$ cat src/rtl/pbwft_pkg.sv
// ----------------------------------------------------------------------------
// pbwft_pkg
// Shared types and constants of the protobuf wire field tokenizer.
// ----------------------------------------------------------------------------
`default_nettype none

package pbwft_pkg;

    localparam int LEN_WIDTH_DEF    = 32;
    localparam int FIELD_W          = 29;
    localparam int VALUE_W          = 64;
    localparam int KIND_W           = 3;
    localparam int WIRE_W           = 3;
    localparam int COUNT_W          = 4;
    localparam int VARINT_MAX_BYTES = 10;
    localparam int SHIFT_W          = 6;
    localparam int MAX_SHIFT        = 63;
    localparam int FIX64_BYTES      = 8;
    localparam int FIX32_BYTES      = 4;

    // event kinds
    localparam logic [KIND_W-1:0] EV_VARINT = 3'd0;
    localparam logic [KIND_W-1:0] EV_FIX64  = 3'd1;
    localparam logic [KIND_W-1:0] EV_FIX32  = 3'd2;
    localparam logic [KIND_W-1:0] EV_LENHDR = 3'd3;
    localparam logic [KIND_W-1:0] EV_BODY   = 3'd4;
    localparam logic [KIND_W-1:0] EV_ERROR  = 3'd5;

    // wire types
    localparam logic [WIRE_W-1:0] WT_VARINT = 3'd0;
    localparam logic [WIRE_W-1:0] WT_FIX64  = 3'd1;
    localparam logic [WIRE_W-1:0] WT_LEN    = 3'd2;
    localparam logic [WIRE_W-1:0] WT_FIX32  = 3'd5;

    typedef enum logic [6:0] {
        PH_TAG    = 7'b0000001,
        PH_VARINT = 7'b0000010,
        PH_FIX64  = 7'b0000100,
        PH_FIX32  = 7'b0001000,
        PH_LENGTH = 7'b0010000,
        PH_BODY   = 7'b0100000,
        PH_ERROR  = 7'b1000000
    } t_phase;

    typedef struct packed {
        logic [KIND_W-1:0]  kind;
        logic [FIELD_W-1:0] field_number;
        logic [WIRE_W-1:0]  wire_type;
        logic [VALUE_W-1:0] value;
        logic               end_of_message;
    } t_event;

endpackage

`default_nettype wire

$ cat src/rtl/protobuf_wire_field_tokenizer_core.sv
// ----------------------------------------------------------------------------
// protobuf_wire_field_tokenizer_core
// Streaming protobuf wire-format tokenizer, one message byte per item.
// ----------------------------------------------------------------------------
// Input channel: i_valid / o_stall carry one message byte (i_data_byte) and
// i_message_end, high on the last byte of the message. Output channel:
// o_valid / i_stall carry one field event: kind, field number, wire type,
// 64-bit value and the end-of-message flag.
// Each byte updates the field state in the cycle it is accepted; tag bytes
// and partial varint/fixed bytes produce no event. Length-delimited fields
// give a header event and then one event per body byte.
// Throughput: one byte per cycle while o_stall is low.
// Events are registered in the output register, or in the skid entry while the receiver stalls.
// Stall: the output register plus one skid entry absorb a stalled receiver;
// o_stall rises only when the skid entry holds an event, and clears once the
// receiver takes the output.
// Errors: one error event, then bytes are dropped up to the last byte.
// Reset (synchronous, active low): decoder returns to expecting a tag and
// both output entries empty; the block accepts in the next cycle.
// ----------------------------------------------------------------------------
`default_nettype none

module protobuf_wire_field_tokenizer_core #(
    parameter int LEN_WIDTH = pbwft_pkg::LEN_WIDTH_DEF
) (
    input  wire logic                                i_clk,
    input  wire logic                                i_rst_n,
    input  wire logic                                i_valid,
    output logic                                     o_stall,
    input  wire logic [7:0]                          i_data_byte,
    input  wire logic                                i_message_end,
    output logic                                     o_valid,
    input  wire logic                                i_stall,
    output logic [pbwft_pkg::KIND_W-1:0]             o_event_kind,
    output logic [pbwft_pkg::FIELD_W-1:0]            o_field_number,
    output logic [pbwft_pkg::WIRE_W-1:0]             o_wire_type,
    output logic [pbwft_pkg::VALUE_W-1:0]            o_value,
    output logic                                     o_end_of_message
);

    logic              accept;
    logic              ev_valid;
    logic              buf_full;
    pbwft_pkg::t_event ev;
    pbwft_pkg::t_event out_ev;

    // take a byte whenever the skid entry is free
    assign o_stall = buf_full;
    assign accept  = i_valid && !buf_full;

    pbwft_decoder #(
        .LEN_WIDTH (LEN_WIDTH)
    ) u_decoder (
        .i_clk         (i_clk),
        .i_rst_n       (i_rst_n),
        .i_accept      (accept),
        .i_data_byte   (i_data_byte),
        .i_message_end (i_message_end),
        .o_ev_valid    (ev_valid),
        .o_event       (ev)
    );

    // hold events while the receiver stalls
    pbwft_out_buf u_out_buf (
        .i_clk   (i_clk),
        .i_rst_n (i_rst_n),
        .i_valid (ev_valid),
        .i_event (ev),
        .o_full  (buf_full),
        .o_valid (o_valid),
        .o_event (out_ev),
        .i_stall (i_stall)
    );

    assign o_event_kind     = out_ev.kind;
    assign o_field_number   = out_ev.field_number;
    assign o_wire_type      = out_ev.wire_type;
    assign o_value          = out_ev.value;
    assign o_end_of_message = out_ev.end_of_message;

endmodule

`default_nettype wire

$ cat src/rtl/pbwft_decoder.sv
// ----------------------------------------------------------------------------
// pbwft_decoder
// Field state and one-byte update; produces at most one event per byte.
// ----------------------------------------------------------------------------
`default_nettype none

module pbwft_decoder #(
    parameter int LEN_WIDTH = pbwft_pkg::LEN_WIDTH_DEF
) (
    input  wire logic              i_clk,
    input  wire logic              i_rst_n,
    input  wire logic              i_accept,
    input  wire logic [7:0]        i_data_byte,
    input  wire logic              i_message_end,
    output logic                   o_ev_valid,
    output pbwft_pkg::t_event      o_event
);

    pbwft_pkg::t_phase                  r_phase, n_phase;
    logic [pbwft_pkg::VALUE_W-1:0]      r_accum, n_accum;
    logic [pbwft_pkg::COUNT_W-1:0]      r_count, n_count;
    logic [pbwft_pkg::FIELD_W-1:0]      r_field, n_field;
    logic [pbwft_pkg::WIRE_W-1:0]       r_wire, n_wire;
    logic [LEN_WIDTH-1:0]               r_remaining, n_remaining;

    logic [pbwft_pkg::SHIFT_W-1:0]      vshift;
    logic [pbwft_pkg::VALUE_W-1:0]      vin;
    logic [pbwft_pkg::VALUE_W-1:0]      fin;
    logic [pbwft_pkg::COUNT_W-1:0]      cnt_inc;
    logic [pbwft_pkg::COUNT_W-1:0]      need;
    logic [LEN_WIDTH-1:0]               rem_dec;
    logic                               err;
    logic                               ev_hit;
    logic [pbwft_pkg::KIND_W-1:0]       ev_kind;
    logic [pbwft_pkg::VALUE_W-1:0]      ev_val;

    // varint group placement; the tenth byte keeps only its low bit
    always_comb begin
        if (r_count >= pbwft_pkg::COUNT_W'(pbwft_pkg::VARINT_MAX_BYTES - 1)) begin
            vshift = pbwft_pkg::SHIFT_W'(pbwft_pkg::MAX_SHIFT);
        end else begin
            vshift = pbwft_pkg::SHIFT_W'(r_count) * pbwft_pkg::SHIFT_W'(7);
        end
    end

    assign vin     = r_accum | ({57'd0, i_data_byte[6:0]} << vshift);
    assign fin     = r_accum | ({56'd0, i_data_byte} << {r_count[2:0], 3'b000});
    assign cnt_inc = r_count + pbwft_pkg::COUNT_W'(1);
    assign need    = (r_phase == pbwft_pkg::PH_FIX64) ?
                     pbwft_pkg::COUNT_W'(pbwft_pkg::FIX64_BYTES) :
                     pbwft_pkg::COUNT_W'(pbwft_pkg::FIX32_BYTES);
    assign rem_dec = (r_remaining != '0) ? r_remaining - LEN_WIDTH'(1) : r_remaining;

    always_comb begin
        n_phase     = r_phase;
        n_accum     = r_accum;
        n_count     = r_count;
        n_field     = r_field;
        n_wire      = r_wire;
        n_remaining = r_remaining;
        err         = 1'b0;
        ev_hit      = 1'b0;
        ev_kind     = pbwft_pkg::EV_VARINT;
        ev_val      = '0;

        if (r_phase == pbwft_pkg::PH_ERROR) begin
            // drop bytes until the message ends
            if (i_message_end) begin
                n_phase     = pbwft_pkg::PH_TAG;
                n_accum     = '0;
                n_count     = '0;
                n_remaining = '0;
            end
        end else begin
            case (r_phase)
                pbwft_pkg::PH_TAG, pbwft_pkg::PH_VARINT, pbwft_pkg::PH_LENGTH: begin
                    n_accum = vin;
                    if (i_data_byte[7]) begin
                        if (r_count == pbwft_pkg::COUNT_W'(pbwft_pkg::VARINT_MAX_BYTES - 1))
                        begin
                            if (r_phase == pbwft_pkg::PH_TAG) begin
                                n_field = '0;
                                n_wire  = '0;
                            end
                            err = 1'b1;
                        end else begin
                            n_count = cnt_inc;
                        end
                    end else begin
                        n_accum = '0;
                        n_count = '0;
                        if (r_phase == pbwft_pkg::PH_TAG) begin
                            n_field = vin[pbwft_pkg::FIELD_W+2:3];
                            n_wire  = vin[2:0];
                            case (vin[2:0])
                                pbwft_pkg::WT_VARINT: n_phase = pbwft_pkg::PH_VARINT;
                                pbwft_pkg::WT_FIX64:  n_phase = pbwft_pkg::PH_FIX64;
                                pbwft_pkg::WT_LEN:    n_phase = pbwft_pkg::PH_LENGTH;
                                pbwft_pkg::WT_FIX32:  n_phase = pbwft_pkg::PH_FIX32;
                                default:              err     = 1'b1;
                            endcase
                        end else if (r_phase == pbwft_pkg::PH_VARINT) begin
                            ev_hit  = 1'b1;
                            ev_kind = pbwft_pkg::EV_VARINT;
                            ev_val  = vin;
                            n_phase = pbwft_pkg::PH_TAG;
                        end else if (|vin[pbwft_pkg::VALUE_W-1:LEN_WIDTH-1]) begin
                            err = 1'b1;
                        end else begin
                            ev_hit      = 1'b1;
                            ev_kind     = pbwft_pkg::EV_LENHDR;
                            ev_val      = vin;
                            n_remaining = vin[LEN_WIDTH-1:0];
                            n_phase     = (vin != '0) ? pbwft_pkg::PH_BODY : pbwft_pkg::PH_TAG;
                        end
                    end
                end
                pbwft_pkg::PH_FIX64, pbwft_pkg::PH_FIX32: begin
                    n_accum = fin;
                    n_count = cnt_inc;
                    if (cnt_inc >= need) begin
                        ev_hit  = 1'b1;
                        ev_kind = (r_phase == pbwft_pkg::PH_FIX64) ?
                                  pbwft_pkg::EV_FIX64 : pbwft_pkg::EV_FIX32;
                        ev_val  = fin;
                        n_accum = '0;
                        n_count = '0;
                        n_phase = pbwft_pkg::PH_TAG;
                    end
                end
                pbwft_pkg::PH_BODY: begin
                    ev_hit      = 1'b1;
                    ev_kind     = pbwft_pkg::EV_BODY;
                    ev_val      = {56'd0, i_data_byte};
                    n_remaining = rem_dec;
                    if (rem_dec == '0) begin
                        n_phase = pbwft_pkg::PH_TAG;
                    end
                end
                default: begin
                    n_phase = pbwft_pkg::PH_TAG;
                end
            endcase

            // last byte must close the field
            if (!err && i_message_end &&
                (n_phase != pbwft_pkg::PH_TAG || n_count != '0)) begin
                err = 1'b1;
            end

            if (err) begin
                ev_hit      = 1'b1;
                ev_kind     = pbwft_pkg::EV_ERROR;
                ev_val      = '0;
                n_phase     = i_message_end ? pbwft_pkg::PH_TAG : pbwft_pkg::PH_ERROR;
                n_accum     = '0;
                n_count     = '0;
                n_remaining = '0;
            end
        end
    end

    assign o_ev_valid              = i_accept && ev_hit;
    assign o_event.kind            = ev_kind;
    assign o_event.field_number    = n_field;
    assign o_event.wire_type       = n_wire;
    assign o_event.value           = ev_val;
    assign o_event.end_of_message  = i_message_end;

    always_ff @(posedge i_clk) begin
        if (!i_rst_n) begin
            r_phase     <= pbwft_pkg::PH_TAG;
            r_accum     <= '0;
            r_count     <= '0;
            r_field     <= '0;
            r_wire      <= '0;
            r_remaining <= '0;
        end else if (i_accept) begin
            r_phase     <= n_phase;
            r_accum     <= n_accum;
            r_count     <= n_count;
            r_field     <= n_field;
            r_wire      <= n_wire;
            r_remaining <= n_remaining;
        end
    end

endmodule

`default_nettype wire

$ cat src/rtl/pbwft_out_buf.sv
// ----------------------------------------------------------------------------
// pbwft_out_buf
// Output register with a skid entry; keeps the stall path registered.
// ----------------------------------------------------------------------------
`default_nettype none

module pbwft_out_buf (
    input  wire logic               i_clk,
    input  wire logic               i_rst_n,
    input  wire logic               i_valid,
    input  wire pbwft_pkg::t_event  i_event,
    output logic                    o_full,
    output logic                    o_valid,
    output pbwft_pkg::t_event       o_event,
    input  wire logic               i_stall
);

    logic              r_out_valid;
    logic              r_skid_valid;
    pbwft_pkg::t_event r_out;
    pbwft_pkg::t_event r_skid;
    logic              out_free;

    assign out_free = !r_out_valid || !i_stall;

    always_ff @(posedge i_clk) begin
        if (!i_rst_n) begin
            r_out_valid  <= 1'b0;
            r_skid_valid <= 1'b0;
        end else if (out_free) begin
            r_out_valid  <= r_skid_valid || i_valid;
            r_skid_valid <= 1'b0;
        end else if (i_valid) begin
            r_skid_valid <= 1'b1;
        end
    end

    always_ff @(posedge i_clk) begin
        if (out_free) begin
            r_out <= r_skid_valid ? r_skid : i_event;
        end else if (i_valid) begin
            r_skid <= i_event;
        end
    end

    assign o_full  = r_skid_valid;
    assign o_valid = r_out_valid;
    assign o_event = r_out;

endmodule

`default_nettype wire

$ cat config.mk
export PLATFORM = sky130hd
export DESIGN_NAME = protobuf_wire_field_tokenizer_core
export DESIGN_NICKNAME = d
export VERILOG_FILES = /design/src/rtl/pbwft_pkg.sv /design/src/rtl/protobuf_wire_field_tokenizer_core.sv /design/src/rtl/pbwft_decoder.sv /design/src/rtl/pbwft_out_buf.sv
export SDC_FILE = /design/constraint.sdc
export NUM_CORES = 1
export LEC_CHECK = 0
export BUFFER_PORTS_ARGS = -buffer_cell sky130_fd_sc_hd__buf_2
export CORE_MARGIN = 4
export CORE_UTILIZATION = 45
export CTS_CLUSTER_DIAMETER = 60
export DETAILED_ROUTE_END_ITERATION = 6
export SYNTH_ARGS = -nofsm -noshare
export SYNTH_HDL_FRONTEND = slang
export SYNTH_SLANG_ARGS = --single-unit
$ cat constraint.sdc
create_clock -name i_clk -period 13.1 [get_ports i_clk]
set_clock_uncertainty 0.05 [all_clocks]
set_input_delay 1.31 -clock i_clk [delete_from_list [all_inputs] [get_ports i_clk]]
set_output_delay 1.31 -clock i_clk [all_outputs]
set_load 0.005 [all_outputs]
==> flow_summary.yaml, run 1 <==
run_status:
  status: "finished, final reports clean"
global_routing:
  grt_pass1_vias: 14900
  track_usage_pct: 29.7
  grt_pass1_wl_um: 99700
  grt-ovfl-total: 0
  antenna_found_initial: 5
  grt_max_degree: 73
sta:
  timing.final.crit_share_pct: 68.4
  relSlewSlack_pct: 15.8
  setup_viol: 0
  fmax_mhz: 112
  worst_pin_slew_ps: 1260
  hold_viol: 0
  hold_slack_ps: 446
  fin_tns_setup_ps: 0
  finalMaxSlewViolations: 0
  post-route-min-period_ps: 8960
  rsz0062_at_grt: "false"
power:
  power.internal_mw: 2.08
  switchingPower_mw: 0.857
  p_per_area_nw_per_um2: 143
  vdd_drop_max_uv: 90.4
  total_power_mw: 2.94
  leakagePower_nw: 7.74
  p_seq_share_pct: 42.2
  clkPwrFrac_pct: 39.1
  comb_power_share_pct: 18.7
  sw_frac_of_total_pct: 29.2
finish:
  fill_cells: 3629
  drive_above_1_share_pct: 17.7
  utilization_pct: 51.6
  synthToLayoutAreaGrowth_pct: 13.7
  final_nets: 1921
  fin_area_um2: 20500
setup_path:
  crit_path_start_kind: "flop"
  worst_setup_path_end_kind: "flop"
  cp_slowest_cell: "nor2b_4"
  crit_path_max_fanout: 61
  worstPathRequired_ps: 13230
  critPathKind: "flop to flop"
  cpPeakStageDelay_ps: 1030
  cp_cell_sequence: "buf_4, inv_1, ha_1, mux2i_1, o21ai_0, nand2_1, o21ai_1, buf_4, a2111oi_0, nand4_1, nor4_1, buf_4, o21ai_0, nor2_1, nor2_1, a31oi_1, nor2b_4, buf_4"
  worst_ep_arrival_time_ps: 9080
  cpMostUsedCell: "buf_4"
placed_design:
  dp_hpwl_um: 46700
  gp_congestion: 0.994
  place.port_buffers: 114
  placed_area_um2: 19200
die:
  dieArea_um2: 43400
  ios: 115
  rows: 73
  die_w_um: 208
  die_h_um: 208
  start_util_pct: 45.4
  core_um2: 39700
drt:
  ant_nets: 0
  vias_per_cell: 6.61
  dr.pass1.iters: 6
  wl_per_cell_um: 27.3
  num_vias: 16200
  drc: 0
  totalWireLength_um: 67000
  drtIter0Drc: 2124
yosys:
  synth.most_common_cell: "edfxtp_1"
  synth-edff-count: 200
  yosysTopAreaCell: "edfxtp_1"
  synthTopCellsByCount: "edfxtp_1 (200), nor2_1 (151), nand2_1 (150)"
  synthTopCellsByArea: "edfxtp_1 (33%), dfxtp_1 (16%), mux2_2 (4.8%)"
  yosysTopAreaCellShare_pct: 33.3
  syn_area_um2: 18000
  synthFlopType: "edfxtp_1"
  ys_seq_area_share_pct: 48.9
  async_reset_ff_share_pct: 0
  synth-seq-cells: 341
  yosysUniqueCellTypes: 82
  syn_avg_cell_area_um2: 9.89
  synthesis.instances: 1825
  syn_nets: 1854
  synth_warnings: 0
cts:
  clk_path_buf_depth: 3
  htree_num_levels: 2
  hold_buffers: 0
  cts-buffers-inserted: 40
  worstSkewPairLatency_ps: 560
  cts_sinks: 341
  cts_root_buf: "clkbuf_16"
  postCtsSetupBuffers: 0
  post_cts_resized: 0
  cts_tree: "built"
  path_clk_slew_ps: 60
worst_hold_path:
  hold_class: "flop to flop"
run:
  cap_violations: 0
## power by group through the flow
stage / sequential, mW / combinational (mW) / clock (mW)
after global routing: 1.25 / 0.588 / 1.21
after global placement: 1.26 / 0.541 / 0
after detailed placement: 1.26 / 0.539 / 0
final: 1.24 / 0.550 / 1.15
after CTS: 1.24 / 0.541 / 1.17
after floorplan: 1.26 / 0.326 / 0
## flip-flops by register name, summed over array words and instances, names as in the netlist
name / flops
u_out_buf.o_event: 100
u_out_buf.r_skid: 100
u_decoder.r_accum: 64
u_decoder.r_remaining: 32
u_decoder.r_field: 29
u_decoder.r_phase: 7
u_decoder.r_count: 4
u_decoder.r_wire: 3
u_out_buf.o_full: 1
u_out_buf.o_valid: 1
## per-stage QoR
stage / setup slack [ps] / std cells
after floorplan: 3090 / 1825
after global placement: 4500 / 2375
after detailed placement: 4350 / 2375
after CTS: 4330 / 2449
after global routing: 3490 / 2449
final: 4140 / 2450
## per-layer routing
layer	vias up	track usage (%)	share of wire (%)
met1	7969	45.1	45
met3	139	5.20	8.6
li1	7230	-	-
met4	2	11.0	3.9
met2	861	42.5	42
met5	-	0	0.019
## layout make-up
class	count	area, um2	area share, %
Clock buffer	60	1140	5.55
Timing Repair Buffer	168	976	4.76
Tap cell	525	657	3.20
Antenna cell	1	2.50	0.0122
Sequential cell	341	8830	43.0
Inverter	27	101	0.494
Multi-Input combinational cell	1314	8600	41.9
Clock inverter	14	215	1.05
## critical path: cells and delay by family (launching register included)
family	cells	cell delay [ps]
compound gates	5	1640
mux	1	290
simple gates	6	2910
buf+inv	5	1990
flops	1	640
fa+ha+maj	1	930
## logic make-up (layout without fill, tap and decap cells)
kind of cell,count (synthesis),in the layout,synth area share [%]
and+or+nand+nor,549,549,15.0
buffers and inverters,170,269,3.83
muxes,90,90,5.53
adders and majority gates,16,16,1.28
other,0,1,0
xor gates and xnor gates,16,16,0.776
AOI/OAI and AO/OA,643,643,24.6
DFF,341,341,48.9
## worst paths after layout
| kind | from | cells past startpoint | slack (ps) | end |
|---|---|---|---|---|
| worst min register to register | u_decoder.r_field[3]$_SDFFE_PN0P_ | 2 | 450 | u_decoder.r_field[3]$_SDFFE_PN0P_ |
| worst min-delay path | u_decoder.r_field[3]$_SDFFE_PN0P_ | 2 | 450 | u_decoder.r_field[3]$_SDFFE_PN0P_ |
| worst max-delay path | u_decoder.r_count[0]$_SDFFE_PN0P_ | 18 | 4140 | u_out_buf.r_skid[33]$_DFFE_PP_ |
| worst max register to register | u_decoder.r_count[0]$_SDFFE_PN0P_ | 18 | 4140 | u_out_buf.r_skid[33]$_DFFE_PP_ |
## layout by cell type, fill, tap and decap left out, types with 17 or more instances in the layout
| cell type | synthesis | layout |
|---|---|---|
| a21oi_1 | 140 | 140 |
| o22ai_1 | 96 | 96 |
| clkbuf_16 | 0 | 42 |
| nor2_1 | 151 | 151 |
| o22a_1 | 25 | 25 |
| buf_2 | 9 | 114 |
| a22o_1 | 67 | 67 |
| o31ai_1 | 39 | 38 |
| nor3b_1 | 33 | 33 |
| o21ai_0 | 80 | 80 |
| nand4_1 | 20 | 20 |
| dfxtp_1 | 141 | 140 |
| edfxtp_1 | 200 | 200 |
| nor3_1 | 51 | 51 |
| mux2_2 | 77 | 77 |
| a211oi_1 | 18 | 17 |
| buf_4 | 7 | 54 |
| or3_1 | 18 | 18 |
| nand3_1 | 18 | 18 |
| nand2_1 | 150 | 147 |
| inv_1 | 27 | 27 |
No activity file was read; power rests on OpenSTA's default activity.
==> inputs of run 2 (changes only) <==
==> constraint.sdc (replaced) <==
create_clock -name i_clk -period 9.3 [get_ports i_clk]
set_clock_uncertainty 0.05 [all_clocks]
set_input_delay 0.93 -clock i_clk [delete_from_list [all_inputs] [get_ports i_clk]]
set_output_delay 0.93 -clock i_clk [all_outputs]
set_load 0.005 [all_outputs]
==> flow_summary.yaml, run 2 (synthesis results as in run 1) <==
cts:
  cts_sinks: 341
  hold_buffers: 0
  cts_root_buf: "clkbuf_16"
  path_clk_slew_ps: 60
  postCtsSetupBuffers: 0
  worstSkewPairLatency_ps: 560
  cts-buffers-inserted: 39
  cts_tree: "built"
  clk_path_buf_depth: 3
  htree_num_levels: 2
  post_cts_resized: 0
die:
  start_util_pct: 45.4
  core_um2: 39700
  die_w_um: 208
  dieArea_um2: 43400
  ios: 115
  rows: 73
  die_h_um: 208
sta:
  hold_slack_ps: 444
  timing.final.crit_share_pct: 80.5
  finalMaxSlewViolations: 0
  post-route-min-period_ps: 7490
  rsz0062_at_grt: "false"
  setup_viol: 0
  worst_pin_slew_ps: 1260
  fmax_mhz: 134
  hold_viol: 0
  relSlewSlack_pct: 16.2
global_routing:
  antenna_found_initial: 7
  grt_pass1_vias: 14800
  track_usage_pct: 29.0
  grt_max_degree: 73
  grt_pass1_wl_um: 97700
  grt-ovfl-total: 0
placed_design:
  dp_hpwl_um: 45300
  place.port_buffers: 114
  gp_congestion: 1.01
drt:
  dr.pass1.iters: 7
  drc: 2
  totalWireLength_um: 65700
  ant_nets: 0
  wl_per_cell_um: 26.8
  drtIter0Drc: 2296
  num_vias: 16100
  vias_per_cell: 6.57
finish:
  final_nets: 1919
  seq_area_um2: 8840
  drive_above_1_share_pct: 18.5
  multiInputGateArea_um2: 8690
  utilization_pct: 51.8
  final_cell_mix: "edfxtp_1 (200), nor2_1 (151), nand2_1 (147), a21oi_1 (138), dfxtp_1 (137)"
  final_common_cell: "edfxtp_1"
  fill_cells: 3671
  synthToLayoutAreaGrowth_pct: 13.9
setup_path:
  crit_path_max_fanout: 57
  worst_setup_path_end_kind: "flop"
  worstPathRequired_ps: 9470
  crit_path_start_kind: "flop"
  worst_ep_arrival_time_ps: 7650
  critPathKind: "flop to flop"
power:
  p_per_area_nw_per_um2: 197
  leakagePower_nw: 7.74
  vdd_drop_max_uv: 118
run_status:
  status: "finished with violations"
  violations: "design-rule violations"
worst_hold_path:
  hold_class: "flop to flop"
run:
  cap_violations: 0
run 2: changes by cell type in the layout (fill, tap and decap cells not counted), sizes merged:
cell      before  now
buf          168  167
bufinv         5    2
clkbuf        60   54
clkinv         6    9
clkinvlp       2    1
diode          1    4
inv           28   33
run 2: path summary, 6_finish.rpt:
kind | start | to | slack [ps] | cells after the start
worst min-delay path | u_decoder.r_field[20]$_SDFFE_PN0P_ | u_decoder.r_field[20]$_SDFFE_PN0P_ | 440 | 2
worst min register to register | u_decoder.r_field[20]$_SDFFE_PN0P_ | u_decoder.r_field[20]$_SDFFE_PN0P_ | 440 | 2
worst max register to register | u_decoder.r_count[2]$_SDFFE_PN0P_ | u_out_buf.r_skid[49]$_DFFE_PP_ | 1810 | 15
worst max-delay path | u_decoder.r_count[2]$_SDFFE_PN0P_ | u_out_buf.r_skid[49]$_DFFE_PP_ | 1810 | 15
run 2: final cells by class:
class	count	area share (%)
flip-flops and latches	341	43.0
repair buffers	167	4.89
clock buffers	54	5.22
well taps	525	3.19
diodes	4	0.0487
clock inverters	18	0.937
multi-input cells	1314	42.2
inverters	27	0.493
run 2: metrics by stage:
step	power, mW	instance area [um2]	instances	worst slack (ps)	TNS (ps)
final	4.04	20600	2450	1810	0
after global routing	4.20	20600	2446	1330	0
after CTS	4.06	20600	2446	1900	0
after detailed placement	2.53	19300	2374	1940	0
after global placement	2.53	19300	2374	1830	0
after floorplan	2.24	18200	1825	-13.1	-1310
run 2: power breakdown:
group          switching, mW  internal, mW
clock                  0.645         0.880
combinational          0.527         0.240
sequential            0.0456          1.70
run 2: worst max-delay path: stages (launching register included):
cell and delay (ps):
dfxtp_2 460, inv_1 370, ha_1 760, nor4bb_1 870
mux2i_1 200, o31ai_2 990, nor4bb_1 770, nor4b_1 180
nand4_1 200, nor4_4 110, o31ai_1 330, a211o_1 240
a21oi_2 130, a31oi_1 360, nor2b_4 660, buf_12 370
run 2: routing by layer:
metal  part of all wire (%)  up-vias  global-route usage, %
li1                       -     7224                      -
met1                     44     7811                   43.4
met2                     42      930                   41.6
met3                    9.7      141                   5.96
met4                    3.7        0                   11.0
met5                      0        -                      0
